## config.mk

```make
export PLATFORM = sky130hd
export DESIGN_NAME = eabu_queue
export DESIGN_NICKNAME = d
export VERILOG_FILES = /design/src/sv/eabu_pkg.sv /design/src/sv/eabu_queue.sv
export SDC_FILE = /design/constraint.sdc
export NUM_CORES = 1
export LEC_CHECK = 0
export ABC_AREA = 1
export ABC_CLOCK_PERIOD_IN_PS = 2050
export BUFFER_PORTS_ARGS = -buffer_cell sky130_fd_sc_hd__clkbuf_2
export CAP_MARGIN = 40
export CORE_ASPECT_RATIO = 1.2
export CORE_MARGIN = 1.5
export CORE_UTILIZATION = 52
export DETAILED_ROUTE_END_ITERATION = 8
export PLACE_DENSITY = 0.82
export SYNTH_ARGS = -nofsm -noshare
export SYNTH_HDL_FRONTEND = slang
export SYNTH_SLANG_ARGS = --single-unit
export TNS_END_PERCENT = 30
```

## constraint.sdc

```tcl
create_clock -name clk -period 2.05 [get_ports clk]
set_input_delay 0.205 -clock clk [delete_from_list [all_inputs] [get_ports clk]]
set_output_delay 0.205 -clock clk [all_outputs]
set_load 0.01 [all_outputs]
```

## src/sv/eabu_pkg.sv

```systemverilog
// Shared types, constants and the pair blend function for the depth upscaler.
`timescale 1ns / 1ps
package eabu_pkg;

  localparam int SRC_SIDE_DEF   = 100;
  localparam int OUT_WIDTH_DEF  = 640;
  localparam int OUT_HEIGHT_DEF = 480;

  localparam int DEPTH_W = 16;
  localparam int ADDR_W  = 16;
  localparam int OFF_W   = 16;
  localparam int FRAC_W  = 9;
  localparam int QDEPTH  = 4;

  localparam logic [DEPTH_W-1:0] NO_DEPTH   = 16'hFFFF;
  localparam logic [DEPTH_W-1:0] JUMP_RESET = 16'd406;
  localparam logic [FRAC_W-1:0]  HALF_MIX   = 9'd128;

  typedef enum logic {
    OP_LOAD = 1'b0,
    OP_REQ  = 1'b1
  } op_t;

  typedef enum logic {
    CFG_HORIZ = 1'b0,
    CFG_VERT  = 1'b1
  } cfg_idx_t;

  typedef struct packed {
    logic signed [OFF_W-1:0] off;
    logic [FRAC_W-1:0]       frac;
  } samp_t;

  typedef struct packed {
    op_t                op;
    logic               ok;
    logic [ADDR_W-1:0]  addr;
    logic [DEPTH_W-1:0] depth;
    logic [FRAC_W-1:0]  hf;
    logic [FRAC_W-1:0]  vf;
  } qent_t;

  function automatic logic [DEPTH_W-1:0] mix_pair(
    input logic [DEPTH_W-1:0] a,
    input logic [DEPTH_W-1:0] b,
    input logic [FRAC_W-1:0]  f,
    input logic [DEPTH_W-1:0] lim
  );
    logic signed [16:0] d;
    logic [16:0]        mag;
    logic signed [26:0] p;
    logic signed [26:0] v;
    logic [DEPTH_W-1:0] r;
    d   = $signed({1'b0, b}) - $signed({1'b0, a});
    mag = (d < 0) ? 17'(-d) : 17'(d);
    p   = $signed({1'b0, f}) * d;
    v   = $signed({3'b000, a, 8'h00}) + p;
    if (mag < {1'b0, lim}) begin
      r = (v < 0) ? '0 : v[23:8];
    end else begin
      r = (f >= HALF_MIX) ? b : a;
    end
    return r;
  endfunction

endpackage

```

## src/sv/eabu_queue.sv

```systemverilog
// Short queue between front and back ends.
`timescale 1ns / 1ps
module eabu_queue (
  input  logic             clk,
  input  logic             rst_n,
  input  logic             push,
  input  eabu_pkg::qent_t  push_ent,
  output logic             pop,
  output eabu_pkg::qent_t  pop_ent,
  output logic             busy
);
  import eabu_pkg::*;

  localparam int PTR_W = $clog2(QDEPTH);
  localparam int CNT_W = $clog2(QDEPTH + 1);

  qent_t             slot_r [QDEPTH];
  logic [PTR_W-1:0]  wr_r;
  logic [PTR_W-1:0]  rd_r;
  logic [CNT_W-1:0]  cnt_r;
  logic [CNT_W-1:0]  cnt_nxt;
  logic              full;

  assign pop     = cnt_r != '0;
  assign pop_ent = slot_r[rd_r];
  assign full    = cnt_r == CNT_W'(QDEPTH);
  // leave room for the beat still in the front register
  assign busy    = cnt_r >= CNT_W'(QDEPTH - 2);

  always_comb begin
    cnt_nxt = cnt_r;
    if (push && !pop) begin
      cnt_nxt = cnt_r + 1'b1;
    end else if (pop && !push) begin
      cnt_nxt = cnt_r - 1'b1;
    end
  end

  always_ff @(posedge clk) begin
    if (!rst_n) begin
      wr_r  <= '0;
      rd_r  <= '0;
      cnt_r <= '0;
    end else begin
      cnt_r <= cnt_nxt;
      if (push) begin
        wr_r <= wr_r + 1'b1;
      end
      if (pop) begin
        rd_r <= rd_r + 1'b1;
      end
    end
  end

  always_ff @(posedge clk) begin
    if (push) begin
      slot_r[wr_r] <= push_ent;
    end
  end

  a_no_overflow: assert property (@(posedge clk) disable iff (!rst_n)
    !(push && full && !pop))
    else $error("queue overflow");

endmodule

```

; ---- Word level (Yosys, flattened, before mapping)
; Memory sizes are Yosys's and may differ from the RTL's. A register that Yosys moved wholly into a read port is not among the register bits.
; Index checks and enable logic that the tools add are counted.
; Widths: inputs -> output; s select.
[op_classes]
reduce_logical = 6
n_lt_le_gt_ge = 1
add_sub_neg = 4
muxes = 6
[ops]
columns = cell, n
row1 = $mux 3, 2
row2 = $add 2x1->2 const B, 2
row3 = $mux 2, 2
row4 = $add 3x1->3 const B, 1
row5 = $ge 3x2->1 const B, 1
row6 = $reduce_bool 3->1, 1
row7 = $sub 3x1->3 const B, 1
row8 = $logic_and 1x1->1, 2
row9 = $logic_not 1->1, 2
row10 = $mux 1, 2
row11 = $reduce_bool 2->1, 1
[totals]
wordCells = 21
reg_bits = 7
memories = 1
output_inout_bits = 54
ramBits = 208
[mem_list]
columns = name, words, width, read_ports, rd_ports_with_merged_regs, wr, line
row1 = slot_r, 4, 52, 1, 1, 1, eabu_queue.sv:17  ; qent_t slot_r [QDEPTH];

; ---- Logic depth before layout (Yosys ltp)
; Gate-level depths: netlist (run 1).
[depth]
word_depth = 4
depth_mapped = 11

; ---- Least setup slack after synthesis (run 1)
; OpenSTA, ideal clock, no wires.
[synth_timing]
path_type = reg-to-reg
start = register wr_r[0]
end = memory slot_r[2][0] (netlist name), enable pin
t_required_ns = 1.644
period_less_slack_ns = 2.010
t_arrival_ns = 1.604
slack_ns = 0.040
stages_incl_launch_ff = 5
cell_sequence = dfxtp_1 > inv_1 > ha_1 > nand2_1 > inv_1
[synth_rtl]
columns = element, line
row1 = from (decl), eabu_queue.sv:18  ; logic [PTR_W-1:0] wr_r;
row2 = from (signal assigned), eabu_queue.sv:47  ; wr_r <= wr_r + 1'b1;
row3 = to (decl), eabu_queue.sv:17
; No word-level cell before the write port.

==> impl_results.md, run 1 <==
- Status: complete, no violations
- Worst r2r src: cnt_r[0]
- Clock buffer count from CTS: 21
- DR vias: around 5,300
- Final Max Tran Viols: 0
- FP Rows: between 50 and 60
- Worst VDD drop: ~730 uV
- Clock Path Buffers: 3
- Relative slew slack: 0.738
- Routed wire per std cell: 19.3 um
- First-pass GRT wire length: 27,900 um
- I/O pin total: roughly 110
- Average cell area after synthesis: ~15 sq um
- Switching power: 4.73 mW
- Total Nets Final: approximately 800
- Crit path max-delay cell type: dfxtp_4
- Path depth of the worst reg2reg path: 10
- Full die area: 17,500 sq um
- CP required: between 1500 and 2000 ps
- Max FO, Critical Path: 16
- Total GRT Usage: 0.210
- CP Class: register to output pin
- Power Density: roughly 1300 nW/um^2
- Routed WL: 18,600 um
- Vias per cell: approximately 5.5
- Final period utilization: 0.975
- Share of cells above drive strength 1: 0.333
- # diodes: 0
- Fmax: roughly 0.5 GHz
- Die Wd: ~120 um
- Slowest cell delay on critical path: around 460 ps
- Cell variety after synth: 22
- Initial Utilization: 0.533
- CTS Sinks: 217
- Crit-path cells: buf_4 -> o21ai_0 -> o22ai_2 -> clkbuf_2
- Startpoint types: register
- Hold_sp: rst_n
- Buf/Inv on CP: 2
- Register area share after synthesis: 0.738
- FF+latch count, synth: around 220
- Initial DRC Count: 496
- Max_cap viols: 0
- Syn_nets: around 630
- # setup viols final: 0
- Cell Int Power: 9.07 mW
- Die Height: ~140 um
- Initial antenna violation count: 0
- Ys Warns: 0
- Fillers: between 1,000 and 1,500
- Most frequent cells in the layout: 208 x edfxtp_1, 108 x clkbuf_2, 93 x o21ai_0
- Core area: around 16,000 sq um
- Pwr Total: ~14 mW
- Least-Margin Pin Slew: just under 400 ps
- Hpwl dp: about 11,000 um
- Synth Cell Area: approximately 8700 sq um
- Min-Delay Path Class: input port to register
- Largest net degree at the start of global routing: 53
- Gr ovfl total: 0
- P_leak: slightly below 4 nW
- Crit. End Element: output pin
- CTS tree: built
- Clk Latency, worst-skew pair: 490 ps
- Number of global-route vias before repair: between 5,000 and 6,000
- GP Congestion: 0.751
- WP data arrival: approximately 1800 ps
- Clock power share: 0.262
- Final Hold Vio Count: 0
- WHS Path Cells: 3
- Final ANT Viol Nets: 0
- Crit path depth: 4
- DRC Markers: 0
- CP delay by family, top: flip-flops
- Cells after Synth: roughly 570
- Final critical-path required period: 2000 ps
- Buffers on Ports: ~110
- Worst Skew: slightly below 10 ps
- Root Buffer: clkbuf_16
- Min Hold Slack: roughly 38 ps
- Seq pwr share: 0.383
- Htree depth: 1
- Logic pwr share: 0.355
- Drt pass-1 iters: 5
- Switching share of total power: 0.343
- CTS clock-pin slew for the worst setup and hold paths: 60 ps
- Area growth, synth to finish: 24.3%
- Commonest non-fill, non-tap cell in the layout: edfxtp_1
area by class of cell:
class / count / area, sq um / share of cell area
Clock buffer: 26 / 564 / 0.0521
Inverter: 17 / 76.3 / 0.00705
Multi-Input combinational cell: 300 / 1990 / 0.184
Sequential cell: 217 / 6430 / 0.594
Tap cell: 212 / 265 / 0.0245
Clock inverter: 11 / 85.1 / 0.00786
Timing Repair Buffer: 182 / 1410 / 0.130
layer usage:
layer  vias to the layer above  GRT usage  routed length [um]
met5                         -          0                   0
met3                        29     0.0427                 974
li1                       2460          -                   -
met4                         0     0.0650                 277
met2                       161      0.382                9880
met1                      2683      0.253                7490
logic make-up after synthesis:
group / Yosys count / synth area share
fa+ha+maj: 5 / 0.00719
compound gates: 163 / 0.129
buf+inv: 49 / 0.0348
simple gates: 132 / 0.0910
flops: 217 / 0.738
per-stage QoR:
step | cells | TNS, ps | setup slack, ps | util | cell area [sq um]
floorplan | 566 | 0 | 40.0 | - | 8700
global placement | 872 | 0 | 395 | 0.584 | 9540
detailed placement | 872 | 0 | 309 | 0.584 | 9540
CTS | 962 | 0 | 3.06 | 0.658 | 10800
global route | 965 | -9.64 | -9.64 | 0.663 | 10800
finish | 965 | 0 | 50.8 | 0.663 | 10800
path summary, 6_finish.rpt:
kind / end / slack (ps)
worst min-delay path: cnt_r[1] / 40
worst max-delay path: pop_ent[21] / 50
worst max register to register: cnt_r[1] / 420
worst min register to register: register / 500
sequential cells by signal, summed over array words and instances, names as in the netlist, named ones only:
signal,cells
rd_r,2
wr_r,2
slot_r,208
cnt_r,3
synth_stat cells, drive strengths merged:
library cell / number / area [sq um]
buf: 18 / 186
a21boi: 1 / 7.51
inv: 17 / 63.8
nand3: 3 / 15.0
a21oi: 2 / 10.0
o21ai: 108 / 541
nor2: 111 / 707
edfxtp: 208 / 6250
dfxtp: 9 / 180
nand2: 17 / 63.8
clkbuf: 14 / 52.6
nand4: 1 / 6.26
o22ai: 52 / 563
ha: 5 / 62.6
power groups by stage:
stage | clock, mW | sequential [mW] | combinational, mW
global route | 3.84 | 5.30 | 5.27
detailed placement | 0 | 5.41 | 4.48
floorplan | 0 | 5.28 | 3.18
finish | 3.61 | 5.28 | 4.90
CTS | 3.66 | 5.31 | 4.70
global placement | 0 | 5.39 | 4.31
worst reg2reg max path, stage by stage, from the launching register on:
cell	delay [ps]
dfxtp_1	370
inv_1	90
nand3_1	160
inv_1	70
ha_1	290
inv_1	80
nand2_1	70
nand2_1	100
o21ai_0	130
nor2_1	120
nor2_1	50
repair_timing:
item	4_1_cts	5_1_grt
hold endpoints to repair	208	0
setup endpoints to repair	48	35
hold buffers	52	0
gates cloned	0	1
resized for setup	9	5
pin swaps	1	0
buffers inserted	1	2
No activity file was read; power rests on OpenSTA's default activity.
==> inputs of run 2 (changes only) <==
--- a/config.mk
+++ b/config.mk
@@ -9,7 +9,6 @@
 export ABC_CLOCK_PERIOD_IN_PS = 2050
 export BUFFER_PORTS_ARGS = -buffer_cell sky130_fd_sc_hd__clkbuf_2
 export CAP_MARGIN = 40
-export CORE_ASPECT_RATIO = 1.2
 export CORE_MARGIN = 1.5
 export CORE_UTILIZATION = 52
 export DETAILED_ROUTE_END_ITERATION = 8
==> impl_results.md, run 2 (synthesis gave the netlist of run 1 again) <==
- Status: complete, no violations
- Relative slew slack: 0.743
- DRC Markers: 0
- Least-Margin Pin Slew: 385 ps
- FP Rows: 47
- Post-DP Area: 9500 sq um
- Initial Utilization: 0.529
- Setup WS post-layout: between 40 and 50 ps
- Initial DRC Count: about 360
- Die Height: 132 um
- Final Hold Vio Count: 0
- Clk Latency, worst-skew pair: 490 ps
- Final critical-path required period: 2000 ps
- First-pass GRT wire length: around 29,000 um
- Max FO, Critical Path: 28
- Crit. End Element: output pin
- Die Wd: approximately 130 um
- Path depth of the worst reg2reg path: 10
- WHS Path Cells: 3
- DR vias: between 5,000 and 6,000
- Top flop regs: slot_r: 208 flops, cnt_r: 3 flops
- Max_cap viols: 0
- I/O pin total: roughly 110
- WP data arrival: 1800 ps
- Drt pass-1 iters: 5
- Biggest register: slot_r
- Fillers: between 1,000 and 1,500
- # diodes: 0
- Core area: roughly 16,000 sq um
- Final setup TNS: 0 ps
- Startpoint types: register
- CTS Sinks: about 220
- Fmax: roughly 0.5 GHz
- Number of global-route vias before repair: around 5,600
- Max FFs per register: roughly 210
- Initial antenna violation count: 0
- Total GRT Usage: 0.213
- Routed WL: ~19,000 um
- # setup viols final: 0
- Unrepaired setup endpoints after global routing: true
- Root Buffer: clkbuf_16
- Most frequent cells in the layout: 208 x edfxtp_1, 108 x clkbuf_2, 92 x o21ai_0
- Design area: roughly 11,000 sq um
- Area growth, synth to finish: 25.2%
- Routed wire per std cell: 19.5 um
- Total Nets Final: between 800 and 900
- Reg2reg setup slack: 330 ps
- GP Congestion: between 0.7 and 0.8
- Gr ovfl total: 0
- Min-Delay Path Class: input port to register
- Full die area: around 18,000 sq um
- Hpwl dp: 10,400 um
- Worst VDD drop: about 800 uV
- Share of cells above drive strength 1: 0.329
- Largest net degree at the start of global routing: 53
- CP required: roughly 1900 ps
- P_leak: 3.89 nW
- Power Density: between 1000 and 1500 nW/um^2
- Vias per cell: 5.48
- Seq. cell area: 6430 sq um
- Area taken by multi-input logic gates: approximately 2000 sq um
- Commonest non-fill, non-tap cell in the layout: edfxtp_1
- Htree depth: 1
- CP Class: register to output pin
- Final period utilization: 0.977
- Final Max Tran Viols: 0
- Worst Skew: ~7 ps
- DP Worst Slack: 390 ps
- CTS clock-pin slew for the worst setup and hold paths: around 60 ps
- Buffers on Ports: ~110
- CTS tree: built
- Clock buffer count from CTS: 23
- Final ANT Viol Nets: 0
- Clock Path Buffers: 3
## run 2: cell type report
type,count,share of cell area
Inverter,17,0.00666
Clock buffer,28,0.0545
Clock inverter,13,0.0134
Sequential cell,217,0.590
Multi-Input combinational cell,300,0.181
Tap cell,220,0.0253
Timing Repair Buffer,182,0.129
## run 2: where the power goes
part	internal (mW)	switching, mW	total [mW]
clock	2.44	1.59	4.04
combinational	1.92	3.12	5.04
sequential	5.12	0.119	5.24
## run 2: layer usage
| layer | wire length [um] | up-vias | GRT usage |
|---|---|---|---|
| met5 | 0 | - | 0 |
| met4 | 382 | 0 | 0.0708 |
| met3 | 1130 | 37 | 0.0427 |
| met2 | 9950 | 203 | 0.376 |
| met1 | 7600 | 2643 | 0.266 |
| li1 | - | 2468 | - |
## run 2: final timing paths
path | from | end
min reg2reg | rd_r[1] | register
max reg2reg | cnt_r[1] | cnt_r[1]
max | register | pop_ent[31]
min | push | wr_r[1]
## run 2: timing repair
item                                    4_1_cts  5_1_grt
hold buffers                                 53        0
setup buffers                                 3        1
hold endpoints to repair                    209        0
gates cloned                                  1        1
endpoints found under the setup margin       49       35
pin swaps                                     0        1
resized for setup                             2        9
## run 2: metrics by stage
step	hold WS, ps	util	power [mW]	std cells
2_1_floorplan	304	-	8.46	566
3_3_place_gp	417	0.577	9.69	877
3_5_place_dp	427	0.577	9.91	877
4_1_cts	53.3	0.658	14.2	975
5_1_grt	94.2	0.662	15.0	977
6_report	74.5	0.662	14.3	977
## run 2: critical path: stages, from the launching register on
cell,delay [ps]
dfxtp_4,420
inv_8,110
buf_16,200
o21ai_0,290
o22ai_2,120
clkbuf_2,150
==> inputs of run 3 (changes only) <==
--- a/config.mk
+++ b/config.mk
@@ -5,14 +5,13 @@
 export SDC_FILE = /design/constraint.sdc
 export NUM_CORES = 1
 export LEC_CHECK = 0
-export ABC_AREA = 1
 export ABC_CLOCK_PERIOD_IN_PS = 2050
 export BUFFER_PORTS_ARGS = -buffer_cell sky130_fd_sc_hd__clkbuf_2
 export CAP_MARGIN = 40
 export CORE_MARGIN = 1.5
-export CORE_UTILIZATION = 52
+export CORE_UTILIZATION = 51
 export DETAILED_ROUTE_END_ITERATION = 8
-export PLACE_DENSITY = 0.82
+export PLACE_DENSITY = 0.81
 export SYNTH_ARGS = -nofsm -noshare
 export SYNTH_HDL_FRONTEND = slang
 export SYNTH_SLANG_ARGS = --single-unit
==> impl_results.md, run 3 <==
- Total GRT Usage: 0.173
- Final ANT Viol Nets: 0
- List of most frequent post-synthesis cells: 208 x edfxtp_1, 52 x mux4_2, 9 x dfxtp_1
- Final Max Tran Viols: 0
- Drt pass-1 iters: 4
- DR vias: approximately 3,800
- Area growth, synth to finish: 25.0%
- Reg2reg setup slack: 320 ps
- Mux share of post-synthesis cell area: 0.150
- FP Rows: between 40 and 50
- Hpwl dp: approximately 8000 um
- Area share of the largest cell type after synthesis: 0.785
- Post-synth EDFFs: around 210
- Biggest register: slot_r
- Total Nets Final: about 560
- Post-synthesis xor/xnor area fraction: 0.00440
- Pwr Total: ~12 mW
- Routed wire per std cell: 19.9 um
- CP Class: register to output pin
- Max FFs per register: ~210
- Crit. End Element: output pin
- Top FF cell, synth: edfxtp_1
- Combinational family with the most area after synthesis: multiplexers
- # diodes: 0
- Buffers on Ports: about 110
- Cell Count, Final, Fillers Out: 699
- I/O pin total: ~110
- Ys async rst share: 0
- Initial antenna violation count: 0
- Average cell area after synthesis: 25.1 sq um
- First-pass GRT wire length: about 21,000 um
- P_leak: ~3.5 nW
- Adder and majority gate portion of the synthesized area: 0.00786
- Worst r2r src: cnt_r[0]
- Gr ovfl total: 0
- Top flop regs: slot_r: 208 flops, cnt_r: 3 flops
- Final Core Density: 0.654
- Met2 usage: 0.297
- CTS tree: built
- Syn_nets: approximately 380
- Cell Count Post-Placement: ~600
- Final Hold Vio Count: 0
- Status: complete, no violations
- Path depth of the worst reg2reg path: 4
- Initial DRC Count: ~140
- CP required: around 1900 ps
- Startpoint types: register
- Vias per cell: roughly 5.4
- Full die area: ~16,000 sq um
- Final period utilization: 0.990
- Fmax: between 0.4 and 0.5 GHz
- Synth Area in Compound Gates: 0.00409
- Max FO, Critical Path: 15
- Met1 usage: 0.225
- Max_cap viols: 0
- Yosys top cell by area: edfxtp_1
- Worst Skew: roughly 9 ps
- Ys Warns: 0
- Initial Utilization: 0.523
- WHS Path Cells: 2
- Share of cells above drive strength 1: 0.405
- CTS Sinks: between 200 and 250
- Register area share after synthesis: 0.808
- Clock buffer count from CTS: 21
- Die Height: 128 um
- Hold_sp: rst_n
- Post-Synth Simple-Gate Area: 0.0129
- Die Wd: between 100 and 150 um
- Worst R2R End: cnt_r[1]
- Worst VDD drop: approximately 760 uV
- GRT Max-Usage Layer: met2
- Clock Path Buffers: 3
- Synth Cell Area: about 8000 sq um
- Core area: between 15,000 and 20,000 sq um
- Routed WL: about 14,000 um
- Relative slew slack: 0.700
- Final critical-path required period: about 2000 ps
- Clk Latency, worst-skew pair: 480 ps
- Number of global-route vias before repair: slightly above 4,000
- # setup viols final: 0
- WP data arrival: about 1800 ps
- Commonest non-fill, non-tap cell in the layout: edfxtp_1
- Cells after Synth: ~320
- FF+latch count, synth: about 220
- DRC Markers: 0
- GP Congestion: 0.719
- CTS clock-pin slew for the worst setup and hold paths: around 60 ps
- Fillers: between 1,000 and 1,500
- Largest net degree at the start of global routing: 31
- Unrepaired setup endpoints after global routing: true
- Most frequent cells in the layout: 208 x edfxtp_1, 108 x clkbuf_2, 52 x mux4_2, 52 x dlygate4sd3_1, 23 x clkbuf_16
- Least-Margin Pin Slew: 450 ps
- Met3 global-route usage: 0.0338
- Power Density: ~1200 nW/um^2
- Cell variety after synth: 23
- Htree depth: 1
- Min-Delay Path Class: input port to register
- Synth area leaders: edfxtp_1 78%, mux4_2 15%, dfxtp_1 2.3%, buf_6 0.85%, ha_1 0.79%
- Top-count cell post-synth: edfxtp_1
- Min-Delay Endpoint: wr_r[0]
- Root Buffer: clkbuf_16
## run 3: worst max-delay path by stage
| stage | start | end | slack [ps] |
|---|---|---|---|
| after detailed placement | cnt_r[0] | cnt_r[1] | 340 |
| after global placement | cnt_r[0] | cnt_r[1] | 480 |
| after CTS | register | pop_ent[21] | -10 |
| final | register | pop_ent[4] | 20 |
| after floorplan | wr_r[0] | slot_r[1][0] | -120 |
| after global routing | register | pop_ent[4] | -40 |
## run 3: cells by family after synthesis
group           count (synthesis)
compound gates                  5
simple gates                   17
mux                            54
fa+ha+maj                       5
buf+inv                        15
flops                         217
xor+xnor                        4
## run 3: layout make-up
| class | count | area, sq um | share of cell area |
|---|---|---|---|
| clock inverter | 7 | 60.1 | 0.00604 |
| tap | 188 | 235 | 0.0236 |
| clock buffer | 25 | 541 | 0.0543 |
| sequential | 217 | 6430 | 0.646 |
| multi-input combinational | 85 | 1430 | 0.144 |
| inverter | 3 | 11.3 | 0.00113 |
| timing repair buffer | 174 | 1240 | 0.125 |
## run 3: critical path: stages (launching register included)
cell,delay [ps]
dfxtp_4,440
clkbuf_16,240
mux4_2,520
clkbuf_2,140
## run 3: per-layer routing
layer  part of all wire  routed length, um
met4              0.024                327
met3              0.048                664
met5                  0                  0
met1               0.42               5850
met2               0.51               7060
## run 3: report_power, final
group | switching, mW | internal [mW]
sequential | 0.122 | 5.13
combinational | 1.37 | 1.50
clock | 1.46 | 1.98
total | 2.95 | 8.62
## run 3: stage by stage
step	instance area, sq um	hold slack, ps	worst slack [ps]	setup TNS (ps)
after floorplan	7960	304	-124	-12900
after global placement	8760	417	477	0
after detailed placement	8760	427	342	0
after CTS	9890	29.1	-14.8	-73.6
after global routing	9950	77.7	-41.4	-811
final	9950	40.0	20.5	0
## run 3: what timing repair did
action,4_1_cts,5_1_grt
endpoints found under the hold margin,208,0
buffers inserted,0,0
gates resized for setup,1,1
endpoints found under the setup margin,14,34
hold buffers,52,0
gates cloned,0,2
